`src/sv/fci_pkg.sv`:
```
// fci_pkg: widths, register indexes, shared types and the temperature scaling
// function of the fan curve interpolator
// no dependencies
package fci_pkg;

	localparam int TEMP_W      = 8;   // curve point temperature, whole degrees
	localparam int DUTY_W      = 9;   // duty registers and output duty
	localparam int TEMPC_W     = 15;  // sample, hundredths of a degree
	localparam int SEG_W       = 3;
	localparam int X_W         = 16;  // scaled temperatures and sample, signed
	localparam int DEN_W       = 15;  // segment width in hundredths, unsigned
	localparam int DY_W        = 10;  // duty difference, signed
	localparam int NUM_W       = 24;  // numerator, always non-negative
	localparam int P2_W        = 26;  // signed slope product
	localparam int Q_W         = 9;   // quotient bits, num < 512 * den
	localparam int NUM_PTS_MAX = 4;
	localparam int PT_IDX_W    = 2;
	localparam int CFG_IDX_W   = 4;
	localparam int CFG_DATA_W  = 9;
	localparam int S_DATA_W    = 16;
	localparam int M_DATA_W    = 16;

	localparam logic signed [X_W-1:0] TEMP_SCALE = 16'sd100;

	typedef enum logic [CFG_IDX_W-1:0] {
		REG_POINT0_TEMP = 4'd0,
		REG_POINT1_TEMP = 4'd1,
		REG_POINT2_TEMP = 4'd2,
		REG_POINT3_TEMP = 4'd3,
		REG_POINT0_DUTY = 4'd4,
		REG_POINT1_DUTY = 4'd5,
		REG_POINT2_DUTY = 4'd6,
		REG_POINT3_DUTY = 4'd7
	} cfg_reg_t;

	typedef struct packed {
		logic [NUM_PTS_MAX-1:0][TEMP_W-1:0] temp;
		logic [NUM_PTS_MAX-1:0][DUTY_W-1:0] duty;
	} curve_t;

	localparam curve_t CURVE_RESET = '{
		temp: {8'd60, 8'd50, 8'd40, 8'd30},
		duty: {9'd256, 9'd192, 9'd128, 9'd64}
	};

	typedef struct packed {
		logic [NUM_W-1:0] num;
		logic [DEN_W-1:0] den;
		logic [SEG_W-1:0] seg;
	} div_req_t;

	typedef struct packed {
		logic [SEG_W-1:0]  seg;
		logic [DUTY_W-1:0] duty;
	} result_t;

	// whole degrees to hundredths, exact in 16 bits signed
	function automatic logic signed [X_W-1:0] scale_temp(input logic signed [TEMP_W-1:0] tc);
		logic signed [X_W-1:0] ext;
		ext = X_W'(tc);
		return ext * TEMP_SCALE;
	endfunction

endpackage

```
`src/sv/fan_curve_interpolator_unit.sv`:
```
// fan_curve_interpolator_unit: top level of the four-point fan curve interpolator
// depends on fci_pkg, fci_cfg_regs, fci_front, fci_divider, fci_out_skid
//
// channel   dir  handshake             payload
// s_        in   s_tvalid / s_tready   s_tdata[14:0] temperature_centi
// m_        out  m_tvalid / m_tready   m_tdata[8:0] duty, [11:9] segment
// cfg_      in   cfg_valid / cfg_ready cfg_index, cfg_data
//
// one request per cycle sustained while m_tready keeps the skid entry free; the path
// is four front stages, nine divider stages (one quotient bit each) and the
// output register
// arst_n clears all valid bits and loads the curve reset values
// a stall at m_ tready parks one result in the skid entry; s_tready then drops
// and the whole pipeline holds until the skid entry drains
// cfg_ready is always high; write registers only while the pipeline is empty
module fan_curve_interpolator_unit import fci_pkg::*; #(
	parameter int NUM_POINTS = 4,
	parameter int DUTY_MAX   = 256
) (
	input  logic                  clk,
	input  logic                  arst_n,
	// temperature sample requests
	input  logic                  s_tvalid,
	output logic                  s_tready,
	input  logic [S_DATA_W-1:0]   s_tdata,   // [14:0] temperature_centi, [15] unused
	// duty results
	output logic                  m_tvalid,
	input  logic                  m_tready,
	output logic [M_DATA_W-1:0]   m_tdata,   // [8:0] duty, [11:9] segment, [15:12] zero
	// register writes
	input  logic                  cfg_valid,
	output logic                  cfg_ready,
	input  logic [CFG_IDX_W-1:0]  cfg_index,
	input  logic [CFG_DATA_W-1:0] cfg_data
);

	localparam logic [DUTY_W-1:0] DUTY_CLAMP = DUTY_W'(DUTY_MAX);

	curve_t            curve;
	logic              pipe_en;
	logic              front_valid;
	div_req_t          front_req;
	logic              div_valid;
	logic [Q_W-1:0]    div_quo;
	logic [SEG_W-1:0]  div_seg;
	result_t           res_c;
	result_t           m_res;

	fci_cfg_regs u_cfg (
		.clk       (clk),
		.arst_n    (arst_n),
		.cfg_valid (cfg_valid),
		.cfg_ready (cfg_ready),
		.cfg_index (cfg_index),
		.cfg_data  (cfg_data),
		.curve     (curve)
	);

	// the pipeline moves as a whole whenever the skid entry is free
	assign s_tready = pipe_en;

	fci_front #(
		.NUM_POINTS (NUM_POINTS)
	) u_front (
		.clk        (clk),
		.arst_n     (arst_n),
		.en         (pipe_en),
		.in_valid   (s_tvalid),
		.temp_centi (signed'(s_tdata[TEMPC_W-1:0])),
		.curve      (curve),
		.out_valid  (front_valid),
		.out_req    (front_req)
	);

	fci_divider u_div (
		.clk       (clk),
		.arst_n    (arst_n),
		.en        (pipe_en),
		.in_valid  (front_valid),
		.in_req    (front_req),
		.out_valid (div_valid),
		.out_quo   (div_quo),
		.out_seg   (div_seg)
	);

	// clamp to 1..DUTY_MAX, then keep the low nine bits
	always_comb begin
		res_c.seg = div_seg;
		if (div_quo == '0) begin
			res_c.duty = DUTY_W'(1);
		end else if (32'(div_quo) > DUTY_MAX) begin
			res_c.duty = DUTY_CLAMP;
		end else begin
			res_c.duty = div_quo;
		end
	end

	fci_out_skid u_out (
		.clk       (clk),
		.arst_n    (arst_n),
		.res_valid (div_valid),
		.res       (res_c),
		.pipe_en   (pipe_en),
		.m_valid   (m_tvalid),
		.m_ready   (m_tready),
		.m_res     (m_res)
	);

	assign m_tdata = {{(M_DATA_W - SEG_W - DUTY_W){1'b0}}, m_res.seg, m_res.duty};

	// a result never reports a segment past the last point
	a_seg_range: assert property (@(posedge clk) disable iff (!arst_n)
		m_tvalid |-> (32'(m_tdata[11:9]) <= NUM_POINTS))
		else $error("segment beyond last curve point");

	// the clamp keeps the duty off zero
	a_duty_nonzero: assert property (@(posedge clk) disable iff (!arst_n)
		m_tvalid |-> (m_tdata[8:0] != '0))
		else $error("zero duty delivered");

	// input backpressure only while a result is parked behind the output register
	a_stall_has_result: assert property (@(posedge clk) disable iff (!arst_n)
		!s_tready |-> m_tvalid)
		else $error("input stalled with no result pending");

	// a point0 temperature write lands in the curve on the next cycle
	a_cfg_write: assert property (@(posedge clk) disable iff (!arst_n)
		(cfg_valid && cfg_ready && cfg_index == REG_POINT0_TEMP)
		|=> (curve.temp[0] == $past(cfg_data[TEMP_W-1:0])))
		else $error("point0 temperature write lost");

endmodule

```
`src/sv/fci_cfg_regs.sv`:
```
// fci_cfg_regs: fan curve configuration registers and their write port
// depends on fci_pkg
module fci_cfg_regs import fci_pkg::*; (
	input  logic                  clk,
	input  logic                  arst_n,
	input  logic                  cfg_valid,
	output logic                  cfg_ready,
	input  logic [CFG_IDX_W-1:0]  cfg_index,
	input  logic [CFG_DATA_W-1:0] cfg_data,
	output curve_t                curve
);

	curve_t curve_q;

	assign cfg_ready = 1'b1;
	assign curve     = curve_q;

	always_ff @(posedge clk or negedge arst_n) begin
		if (!arst_n) begin
			curve_q <= CURVE_RESET;
		end else if (cfg_valid && cfg_ready) begin
			unique case (cfg_index)
				REG_POINT0_TEMP, REG_POINT1_TEMP, REG_POINT2_TEMP, REG_POINT3_TEMP: begin
					curve_q.temp[cfg_index[PT_IDX_W-1:0]] <= cfg_data[TEMP_W-1:0];
				end
				REG_POINT0_DUTY, REG_POINT1_DUTY, REG_POINT2_DUTY, REG_POINT3_DUTY: begin
					curve_q.duty[cfg_index[PT_IDX_W-1:0]] <= cfg_data[DUTY_W-1:0];
				end
				default: begin
					// index beyond the register list, write dropped
				end
			endcase
		end
	end

endmodule

```
`src/sv/fci_front.sv`:
```
// fci_front: segment search, operand select, products and numerator sum,
// pipeline stages s1 to s4; depends on fci_pkg
module fci_front import fci_pkg::*; #(
	parameter int NUM_POINTS = 4
) (
	input  logic                      clk,
	input  logic                      arst_n,
	input  logic                      en,
	input  logic                      in_valid,
	input  logic signed [TEMPC_W-1:0] temp_centi,
	input  curve_t                    curve,
	output logic                      out_valid,
	output div_req_t                  out_req
);

	localparam logic [SEG_W-1:0]    SEG_TOP = SEG_W'(NUM_POINTS);
	localparam logic [PT_IDX_W-1:0] LAST_PT = PT_IDX_W'(NUM_POINTS - 1);

	logic signed [X_W-1:0] x_arr [NUM_PTS_MAX];
	logic signed [X_W-1:0] t_ext;
	logic [SEG_W-1:0]      seg_c;

	logic                  vld_s1;
	logic signed [X_W-1:0] t_s1;
	logic [SEG_W-1:0]      seg_s1;

	logic [PT_IDX_W-1:0]    lo_idx;
	logic [PT_IDX_W-1:0]    hi_idx;
	logic signed [X_W-1:0]  dt_w;
	logic signed [X_W-1:0]  den_w;
	logic [DUTY_W-1:0]      y1_c;
	logic signed [DY_W-1:0] dy_c;
	logic [DEN_W-1:0]       den_c;
	logic [DEN_W-1:0]       dt_c;

	logic                   vld_s2;
	logic [DUTY_W-1:0]      y1_s2;
	logic signed [DY_W-1:0] dy_s2;
	logic [DEN_W-1:0]       den_s2;
	logic [DEN_W-1:0]       dt_s2;
	logic [SEG_W-1:0]       seg_s2;

	logic                   vld_s3;
	logic [NUM_W-1:0]       p1_s3;
	logic signed [P2_W-1:0] p2_s3;
	logic [DEN_W-1:0]       den_s3;
	logic [SEG_W-1:0]       seg_s3;

	logic signed [P2_W-1:0] sum_c;

	logic                   vld_s4;
	logic [NUM_W-1:0]       num_s4;
	logic [DEN_W-1:0]       den_s4;
	logic [SEG_W-1:0]       seg_s4;

	always_comb begin
		for (int i = 0; i < NUM_PTS_MAX; i++) begin
			x_arr[i] = scale_temp(curve.temp[i]);
		end
	end

	assign t_ext = X_W'(temp_centi);

	// below first point wins, then at-or-above last, then first point above t
	always_comb begin
		seg_c = SEG_W'(NUM_POINTS - 1);
		for (int i = NUM_POINTS - 2; i >= 1; i--) begin
			if (t_ext < x_arr[i]) seg_c = SEG_W'(i);
		end
		if (t_ext >= x_arr[LAST_PT]) seg_c = SEG_TOP;
		if (t_ext < x_arr[0]) seg_c = '0;
	end

	// edge segments run through the divider as y / 1
	always_comb begin
		hi_idx = seg_s1[PT_IDX_W-1:0];
		lo_idx = hi_idx - 1'b1;
		dt_w   = t_s1 - x_arr[lo_idx];
		den_w  = x_arr[hi_idx] - x_arr[lo_idx];
		priority if (seg_s1 == '0) begin
			y1_c  = curve.duty[0];
			dy_c  = '0;
			den_c = DEN_W'(1);
			dt_c  = '0;
		end else if (seg_s1 == SEG_TOP) begin
			y1_c  = curve.duty[LAST_PT];
			dy_c  = '0;
			den_c = DEN_W'(1);
			dt_c  = '0;
		end else begin
			y1_c  = curve.duty[lo_idx];
			dy_c  = signed'({1'b0, curve.duty[hi_idx]}) - signed'({1'b0, curve.duty[lo_idx]});
			den_c = den_w[DEN_W-1:0];
			dt_c  = dt_w[DEN_W-1:0];
		end
	end

	assign sum_c = signed'({2'b00, p1_s3}) + p2_s3;

	always_ff @(posedge clk or negedge arst_n) begin
		if (!arst_n) begin
			vld_s1 <= 1'b0;
			vld_s2 <= 1'b0;
			vld_s3 <= 1'b0;
			vld_s4 <= 1'b0;
		end else if (en) begin
			vld_s1 <= in_valid;
			vld_s2 <= vld_s1;
			vld_s3 <= vld_s2;
			vld_s4 <= vld_s3;
		end
	end

	always_ff @(posedge clk) begin
		if (en) begin
			t_s1   <= t_ext;
			seg_s1 <= seg_c;

			y1_s2  <= y1_c;
			dy_s2  <= dy_c;
			den_s2 <= den_c;
			dt_s2  <= dt_c;
			seg_s2 <= seg_s1;

			p1_s3  <= NUM_W'(y1_s2) * NUM_W'(den_s2);
			p2_s3  <= P2_W'(dy_s2) * P2_W'(signed'({1'b0, dt_s2}));
			den_s3 <= den_s2;
			seg_s3 <= seg_s2;

			num_s4 <= sum_c[NUM_W-1:0];
			den_s4 <= den_s3;
			seg_s4 <= seg_s3;
		end
	end

	assign out_valid   = vld_s4;
	assign out_req.num = num_s4;
	assign out_req.den = den_s4;
	assign out_req.seg = seg_s4;

endmodule

```
`src/sv/fci_divider.sv`:
```
// fci_divider: restoring divider, one quotient bit per pipeline stage
// depends on fci_pkg
module fci_divider import fci_pkg::*; (
	input  logic              clk,
	input  logic              arst_n,
	input  logic              en,
	input  logic              in_valid,
	input  div_req_t          in_req,
	output logic              out_valid,
	output logic [Q_W-1:0]    out_quo,
	output logic [SEG_W-1:0]  out_seg
);

	logic [NUM_W-1:0] cur_rem [Q_W];
	logic [DEN_W-1:0] cur_den [Q_W];
	logic [Q_W-1:0]   cur_quo [Q_W];
	logic [SEG_W-1:0] cur_seg [Q_W];
	logic             cur_vld [Q_W];

	logic [NUM_W-1:0] nxt_rem [Q_W];
	logic [Q_W-1:0]   nxt_quo [Q_W];
	logic [NUM_W-1:0] shifted [Q_W];

	logic [NUM_W-1:0] rem_s [Q_W];
	logic [DEN_W-1:0] den_s [Q_W];
	logic [Q_W-1:0]   quo_s [Q_W];
	logic [SEG_W-1:0] seg_s [Q_W];
	logic             vld_s [Q_W];

	always_comb begin
		cur_rem[0] = in_req.num;
		cur_den[0] = in_req.den;
		cur_quo[0] = '0;
		cur_seg[0] = in_req.seg;
		cur_vld[0] = in_valid;
		for (int k = 1; k < Q_W; k++) begin
			cur_rem[k] = rem_s[k-1];
			cur_den[k] = den_s[k-1];
			cur_quo[k] = quo_s[k-1];
			cur_seg[k] = seg_s[k-1];
			cur_vld[k] = vld_s[k-1];
		end
	end

	// stage k settles quotient bit Q_W-1-k
	always_comb begin
		for (int k = 0; k < Q_W; k++) begin
			shifted[k] = NUM_W'(cur_den[k]) << (Q_W - 1 - k);
			if (cur_rem[k] >= shifted[k]) begin
				nxt_rem[k] = cur_rem[k] - shifted[k];
				nxt_quo[k] = {cur_quo[k][Q_W-2:0], 1'b1};
			end else begin
				nxt_rem[k] = cur_rem[k];
				nxt_quo[k] = {cur_quo[k][Q_W-2:0], 1'b0};
			end
		end
	end

	always_ff @(posedge clk or negedge arst_n) begin
		if (!arst_n) begin
			for (int k = 0; k < Q_W; k++) vld_s[k] <= 1'b0;
		end else if (en) begin
			for (int k = 0; k < Q_W; k++) vld_s[k] <= cur_vld[k];
		end
	end

	always_ff @(posedge clk) begin
		if (en) begin
			for (int k = 0; k < Q_W; k++) begin
				rem_s[k] <= nxt_rem[k];
				den_s[k] <= cur_den[k];
				quo_s[k] <= nxt_quo[k];
				seg_s[k] <= cur_seg[k];
			end
		end
	end

	assign out_valid = vld_s[Q_W-1];
	assign out_quo   = quo_s[Q_W-1];
	assign out_seg   = seg_s[Q_W-1];

endmodule

```
`src/sv/fci_out_skid.sv`:
```
// fci_out_skid: output register with one skid entry, drives the pipeline enable
// depends on fci_pkg
module fci_out_skid import fci_pkg::*; (
	input  logic    clk,
	input  logic    arst_n,
	input  logic    res_valid,
	input  result_t res,
	output logic    pipe_en,
	output logic    m_valid,
	input  logic    m_ready,
	output result_t m_res
);

	logic    out_valid_q;
	logic    skid_full_q;
	result_t out_q;
	result_t skid_q;
	logic    take;
	logic    arrive;

	assign pipe_en = ~skid_full_q;
	assign take    = out_valid_q & m_ready;
	assign arrive  = res_valid & ~skid_full_q;

	always_ff @(posedge clk or negedge arst_n) begin
		if (!arst_n) begin
			out_valid_q <= 1'b0;
			skid_full_q <= 1'b0;
		end else if (skid_full_q) begin
			if (take) skid_full_q <= 1'b0;
		end else if (!out_valid_q || take) begin
			out_valid_q <= arrive;
		end else if (arrive) begin
			skid_full_q <= 1'b1;
		end
	end

	always_ff @(posedge clk) begin
		if (skid_full_q) begin
			if (take) out_q <= skid_q;
		end else if (!out_valid_q || take) begin
			if (arrive) out_q <= res;
		end else if (arrive) begin
			skid_q <= res;
		end
	end

	assign m_valid = out_valid_q;
	assign m_res   = out_q;

endmodule

```
`config.mk`:
```
export PLATFORM = sky130hd
export DESIGN_NAME = fan_curve_interpolator_unit
export DESIGN_NICKNAME = d
export VERILOG_FILES = /design/src/sv/fci_pkg.sv /design/src/sv/fan_curve_interpolator_unit.sv /design/src/sv/fci_cfg_regs.sv /design/src/sv/fci_front.sv /design/src/sv/fci_divider.sv /design/src/sv/fci_out_skid.sv
export SDC_FILE = /design/constraint.sdc
export NUM_CORES = 2
export LEC_CHECK = 0
export BUFFER_PORTS_ARGS = -buffer_cell sky130_fd_sc_hd__buf_2
export CAP_MARGIN = 40
export CELL_PAD_IN_SITES_DETAIL_PLACEMENT = 0
export CELL_PAD_IN_SITES_GLOBAL_PLACEMENT = 2
export CORE_ASPECT_RATIO = 0.75
export CORE_MARGIN = 8
export CORE_UTILIZATION = 40
export DETAILED_ROUTE_END_ITERATION = 12
export GPL_TIMING_DRIVEN = 1
export PLACE_DENSITY_LB_ADDON = 0.1
export RECOVER_POWER = 50
export SLEW_MARGIN = 20
export SYNTH_ARGS = -nofsm -noshare
export SYNTH_HDL_FRONTEND = slang
export SYNTH_SLANG_ARGS = --single-unit
export TNS_END_PERCENT = 20
```
`constraint.sdc`:
```
create_clock -name clk -period 7.85 [get_ports clk]
set_clock_uncertainty 0.15 [all_clocks]
set_input_delay 0.785 -clock clk [delete_from_list [all_inputs] [get_ports clk]]
set_output_delay 0.785 -clock clk [all_outputs]
set_load 0.03 [all_outputs]
```
==> qor.log <==
[run_status] run status finished with violations
[run_status] violations in the final reports max-capacitance violations, max-slew violations
[clock_tree] clock sink count 658
[global_route] wire length of the first global-routing pass 172600 µm
[cells_and_area] relative area change from synthesis to final layout 10.02%
[cells_and_area] sequential cell area in the final layout 19370 µm²
[setup_path] crit end category register
[clock_tree] master cell of the clock root buffer sky130_fd_sc_hd__clkbuf_16
[global_route] largest net degree at the start of global routing 148
[floorplan] Core Rows 107
[timing] slew margin rel. -132.6%
[setup_path] Crit path required time 8090 ps
[setup_path] largest stage delay on the critical path 2150 ps
[logic_synthesis] count of flip-flops with a built-in enable after synthesis 575
[worst_hold_path] cell depth of the worst hold path 2
[place] area after detailed placement 47810 µm²
[timing] final count of pins violating max slew 394
[detailed_routing] routed length per placed instance 19.03 µm
[logic_synthesis] cell accounting for the most synthesized area sky130_fd_sc_hd__edfxtp_1
[worst_hold_path] worst min-delay path class in2reg
[cells_and_area] nets 4815
[timing] final critical path time including I/O delays and setup 6286 ps
[setup_path] startpoint kind of the worst setup timing path register
[worst_hold_path] WHS Endpoint u_out.skid_full_q
[setup_path] CP cell instances clkbuf_1, mux4_2, ha_1, fa_1, nor2b_1, o31a_1, o211ai_1, a21boi_0, o31a_1, nor4_1, or3_1, mux2i_1
[clock_tree] TritonCTS clock tree yes
[setup_path] cell with the most instances on the worst path sky130_fd_sc_hd__o31a_1
[timing] final-report setup violation count 0
[setup_path] data arrival time at the worst-slack endpoint 6530 ps
[timing] post-route fraction of the period consumed by the critical path 80.08%
[clock_tree] post-CTS setup-driven buffer insertion count 0
[setup_path] critical path's top delay family buffers and inverters
[place] IO buf count 46
[global_route] number of global-route vias before repair 29280
[clock_tree] clock latency on the worst-skew pair 680 ps
[logic_synthesis] post-synthesis cell count 4049
[clock_tree] level count of the clock H-tree 3
[detailed_routing] drt via density 5.072
[setup_path] number of buffers and inverters on the critical path 1
[detailed_routing] total length of routed wires 108300 µm
[setup_path] Worst R2R Start u_front.seg_s1[0]
[cells_and_area] fraction of layout cells with a size suffix above 1 9.087%
[cells_and_area] area of combinational cells with multiple inputs 24010 µm²
[clock_tree] maximum clock path buffer count 3
[logic_synthesis] Post-synth top flop sky130_fd_sc_hd__edfxtp_1
[timing] Highest Clock Rate 159.1 MHz
[logic_synthesis] post-synthesis async set-or-reset flop share 12.61%
[place] Detailed Place HPWL 83950 µm
[setup_path] peak fanout along the critical path 40
[timing] RSZ-0062 raised after global routing no
[logic_synthesis] FF+latch count, synth 658
[floorplan] Die Width 406.5 µm
[cells_and_area] fraction of the core area covered by cells at the end of the flow 44.34%
[global_route] total global routing track utilization 17.47%
[setup_path] critical-path cell with the highest stage delay sky130_fd_sc_hd__clkbuf_1
[setup_path] startpoint-to-endpoint class of the critical path reg2reg
[floorplan] placeable core region 113500 µm²
[detailed_routing] antenna viol nets, final 0
[cells_and_area] number of fill cells 10884
[timing] setup TNS after final layout 0 ps
[floorplan] full die area 125600 µm²
[logic_synthesis] area share of the largest cell type after synthesis 37.74%
[floorplan] initial core utilization 40.30%
[cells_and_area] summed area of non-filler cells in the final layout 50340 µm²
[detailed_routing] number of remaining DRC errors 0
[logic_synthesis] Avg Inst Size Synth 11.30 µm²
[logic_synthesis] synth warn 0
[clock_tree] number of clock buffers inserted by TritonCTS 73
[setup_path] end of the worst register-to-register path u_front.dt_s2[14]
[flow_run] number of max-cap violations 9
[global_route] total congestion overflow after global routing 0
[setup_path] worst-case register-to-register setup slack 1560 ps
[logic_synthesis] synthesized area 45760 µm²
[logic_synthesis] leading cell types by total area after synthesis sky130_fd_sc_hd__edfxtp_1 (38%), sky130_fd_sc_hd__ha_1 (13%), sky130_fd_sc_hd__fa_1 (9.4%), sky130_fd_sc_hd__inv_1 (4.3%), sky130_fd_sc_hd__dfrtp_1 (3.6%)
[floorplan] boundary pin count 53
[floorplan] Vert. Die Dim 308.9 µm
[logic_synthesis] sequential fraction of the synthesis area 42.33%
[timing] transition time at the pin with the least slew margin 3489 ps
[clock_tree] clock transition at the registers of the reported paths 60 ps
[setup_path] Worst Reg-to-Reg Cells 12
[detailed_routing] detailed-routing iteration count for the pre-antenna-repair pass 5
[global_route] antenna violations before repair 0
[logic_synthesis] Netlist cell types 81
[detailed_routing] number of DRC violations after detailed-routing iteration 0 1647
[worst_hold_path] start point of the worst min-delay path m_tready
[place] final weighted congestion in routability-driven placement 0.8032
[detailed_routing] vias post-DR 28847
[timing] Final Hold Viols 0
==> worst max-delay path by stage <==
stage | start | endpoint | slack, ps | cells past startpoint
2_1_floorplan | u_out.skid_full_q | u_out.m_res[0] | 2120 | 4
3_3_place_gp | u_front.dy_s2[6] | u_front.p2_s3[22] | 1740 | 19
6_report | u_front.seg_s1[0] | u_front.dt_s2[14] | 1560 | 12
5_1_grt | u_front.seg_s1[0] | u_front.den_s2[12] | 910 | 12
3_5_place_dp | u_front.dy_s2[1] | u_front.p2_s3[21] | 1720 | 16
4_1_cts | u_front.dy_s2[9] | u_front.p2_s3[22] | 1680 | 18
==> synth_stat cells, types with 10 or more instances <==
library cell                number
sky130_fd_sc_hd__dfstp_2        18
sky130_fd_sc_hd__nand3_1        30
sky130_fd_sc_hd__nor4_1         27
sky130_fd_sc_hd__inv_1         522
sky130_fd_sc_hd__xnor2_1       143
sky130_fd_sc_hd__and3_1         18
sky130_fd_sc_hd__clkbuf_1       86
sky130_fd_sc_hd__mux4_2         43
sky130_fd_sc_hd__nand3b_1       10
sky130_fd_sc_hd__a2111oi_0      11
sky130_fd_sc_hd__mux2i_1        20
sky130_fd_sc_hd__and2_1        126
sky130_fd_sc_hd__nor4b_1        10
sky130_fd_sc_hd__edfxtp_1      575
sky130_fd_sc_hd__a31oi_1        18
sky130_fd_sc_hd__nor3_1         43
sky130_fd_sc_hd__o21ai_0       141
sky130_fd_sc_hd__o21a_1         45
sky130_fd_sc_hd__fa_1          215
sky130_fd_sc_hd__nand2b_1       54
sky130_fd_sc_hd__o31ai_1        15
sky130_fd_sc_hd__o21bai_1       24
sky130_fd_sc_hd__a21o_1         96
sky130_fd_sc_hd__nand4_1        25
sky130_fd_sc_hd__nor2_1        213
sky130_fd_sc_hd__xor2_1         89
sky130_fd_sc_hd__nor2b_1        68
sky130_fd_sc_hd__ha_1          466
sky130_fd_sc_hd__mux2_2        124
sky130_fd_sc_hd__a21boi_0       10
sky130_fd_sc_hd__nand2_1       289
sky130_fd_sc_hd__dfrtp_1        65
sky130_fd_sc_hd__a21oi_1       220
sky130_fd_sc_hd__a211oi_1       27
==> final cells by class <==
| cell class | instances | area share, % |
|---|---|---|
| Timing Repair Buffer | 79 | 0.9868 |
| Multi-Input combinational cell | 2762 | 47.71 |
| Clock buffer | 97 | 4.176 |
| Clock inverter | 38 | 0.9271 |
| Tap cell | 1526 | 3.793 |
| Antenna cell | 2 | 0.009942 |
| Inverter | 526 | 3.930 |
| Sequential cell | 658 | 38.47 |
==> cells in the final DEF, fill, tap and decap left out, types with 65 or more instances in the layout <==
cell type,instances
sky130_fd_sc_hd__fa_1,215
sky130_fd_sc_hd__clkbuf_16,77
sky130_fd_sc_hd__o21ai_0,141
sky130_fd_sc_hd__xnor2_1,143
sky130_fd_sc_hd__inv_1,523
sky130_fd_sc_hd__mux2_2,124
sky130_fd_sc_hd__dfrtp_1,65
sky130_fd_sc_hd__xor2_1,89
sky130_fd_sc_hd__a21oi_1,220
sky130_fd_sc_hd__a21o_1,96
sky130_fd_sc_hd__nor2_1,213
sky130_fd_sc_hd__edfxtp_1,575
sky130_fd_sc_hd__and2_1,121
sky130_fd_sc_hd__ha_1,466
sky130_fd_sc_hd__nand2_1,289
sky130_fd_sc_hd__nor2b_1,68
==> timing repair <==
| item | CTS | global route |
|---|---|---|
| setup endpoints to repair | 0 | 0 |
| endpoints found under the hold margin | 26 | 0 |
| resized for setup | 0 | 0 |
| hold buffers | 1 | 0 |
==> worst reg2reg max path: cells and delay by family (launching register included) <==
kind | cells | cell delay [ps]
buf+inv | 1 | 2150
mux | 2 | 1290
compound gates | 4 | 820
fa+ha+maj | 2 | 660
simple gates | 3 | 600
flops | 1 | 350
==> per-layer routing <==
layer | part of all wire [%] | vias to the layer above | track usage [%]
met5 | 0 | - | 0
met4 | 1.6 | 0 | 3.554
met3 | 3.8 | 103 | 3.121
met2 | 42 | 350 | 25.83
met1 | 52 | 14064 | 26.80
li1 | - | 14330 | -
==> sequential cells by signal, indices dropped and copies added (netlist names), 8 cells and up <==
name	count
u_front.p2_s3	24
u_front.den_s2	14
u_div.rem_s	192
u_front.p1_s3	24
u_front.dy_s2	10
u_front.dt_s2	15
u_front.den_s3	14
u_div.cur_vld	8
u_div.den_s	112
u_div.seg_s	27
u_front.den_s4	14
u_front.y1_s2	9
u_front.t_s1	15
u_front.num_s4	24
u_cfg.curve	68
u_div.quo_s	45
u_out.m_res	12
u_out.skid_q	12
==> kinds of logic after synthesis <==
group | share of synthesized area [%]
multiplexers | 5.663
AND/OR/NAND/NOR | 10.42
other | 0.01641
XOR/XNOR | 4.441
flip-flops | 42.33
buffers and inverters | 5.256
adder cells (fa/ha/maj) | 22.15
AO/OA/AOI/OAI | 9.730
==> through the flow <==
stage	cells	worst slack (ps)	hold WS, ps
detailed placement	5546	1721	254.5
global route	5686	912.5	120.7
CTS	5682	1680	100.2
floorplan	4052	2120	250.3
global placement	5539	1735	252.2
finish	5688	1564	165.3
Power is not shown: default switching activity piles up to over one toggle a cycle in this logic, so the estimate is an artifact.
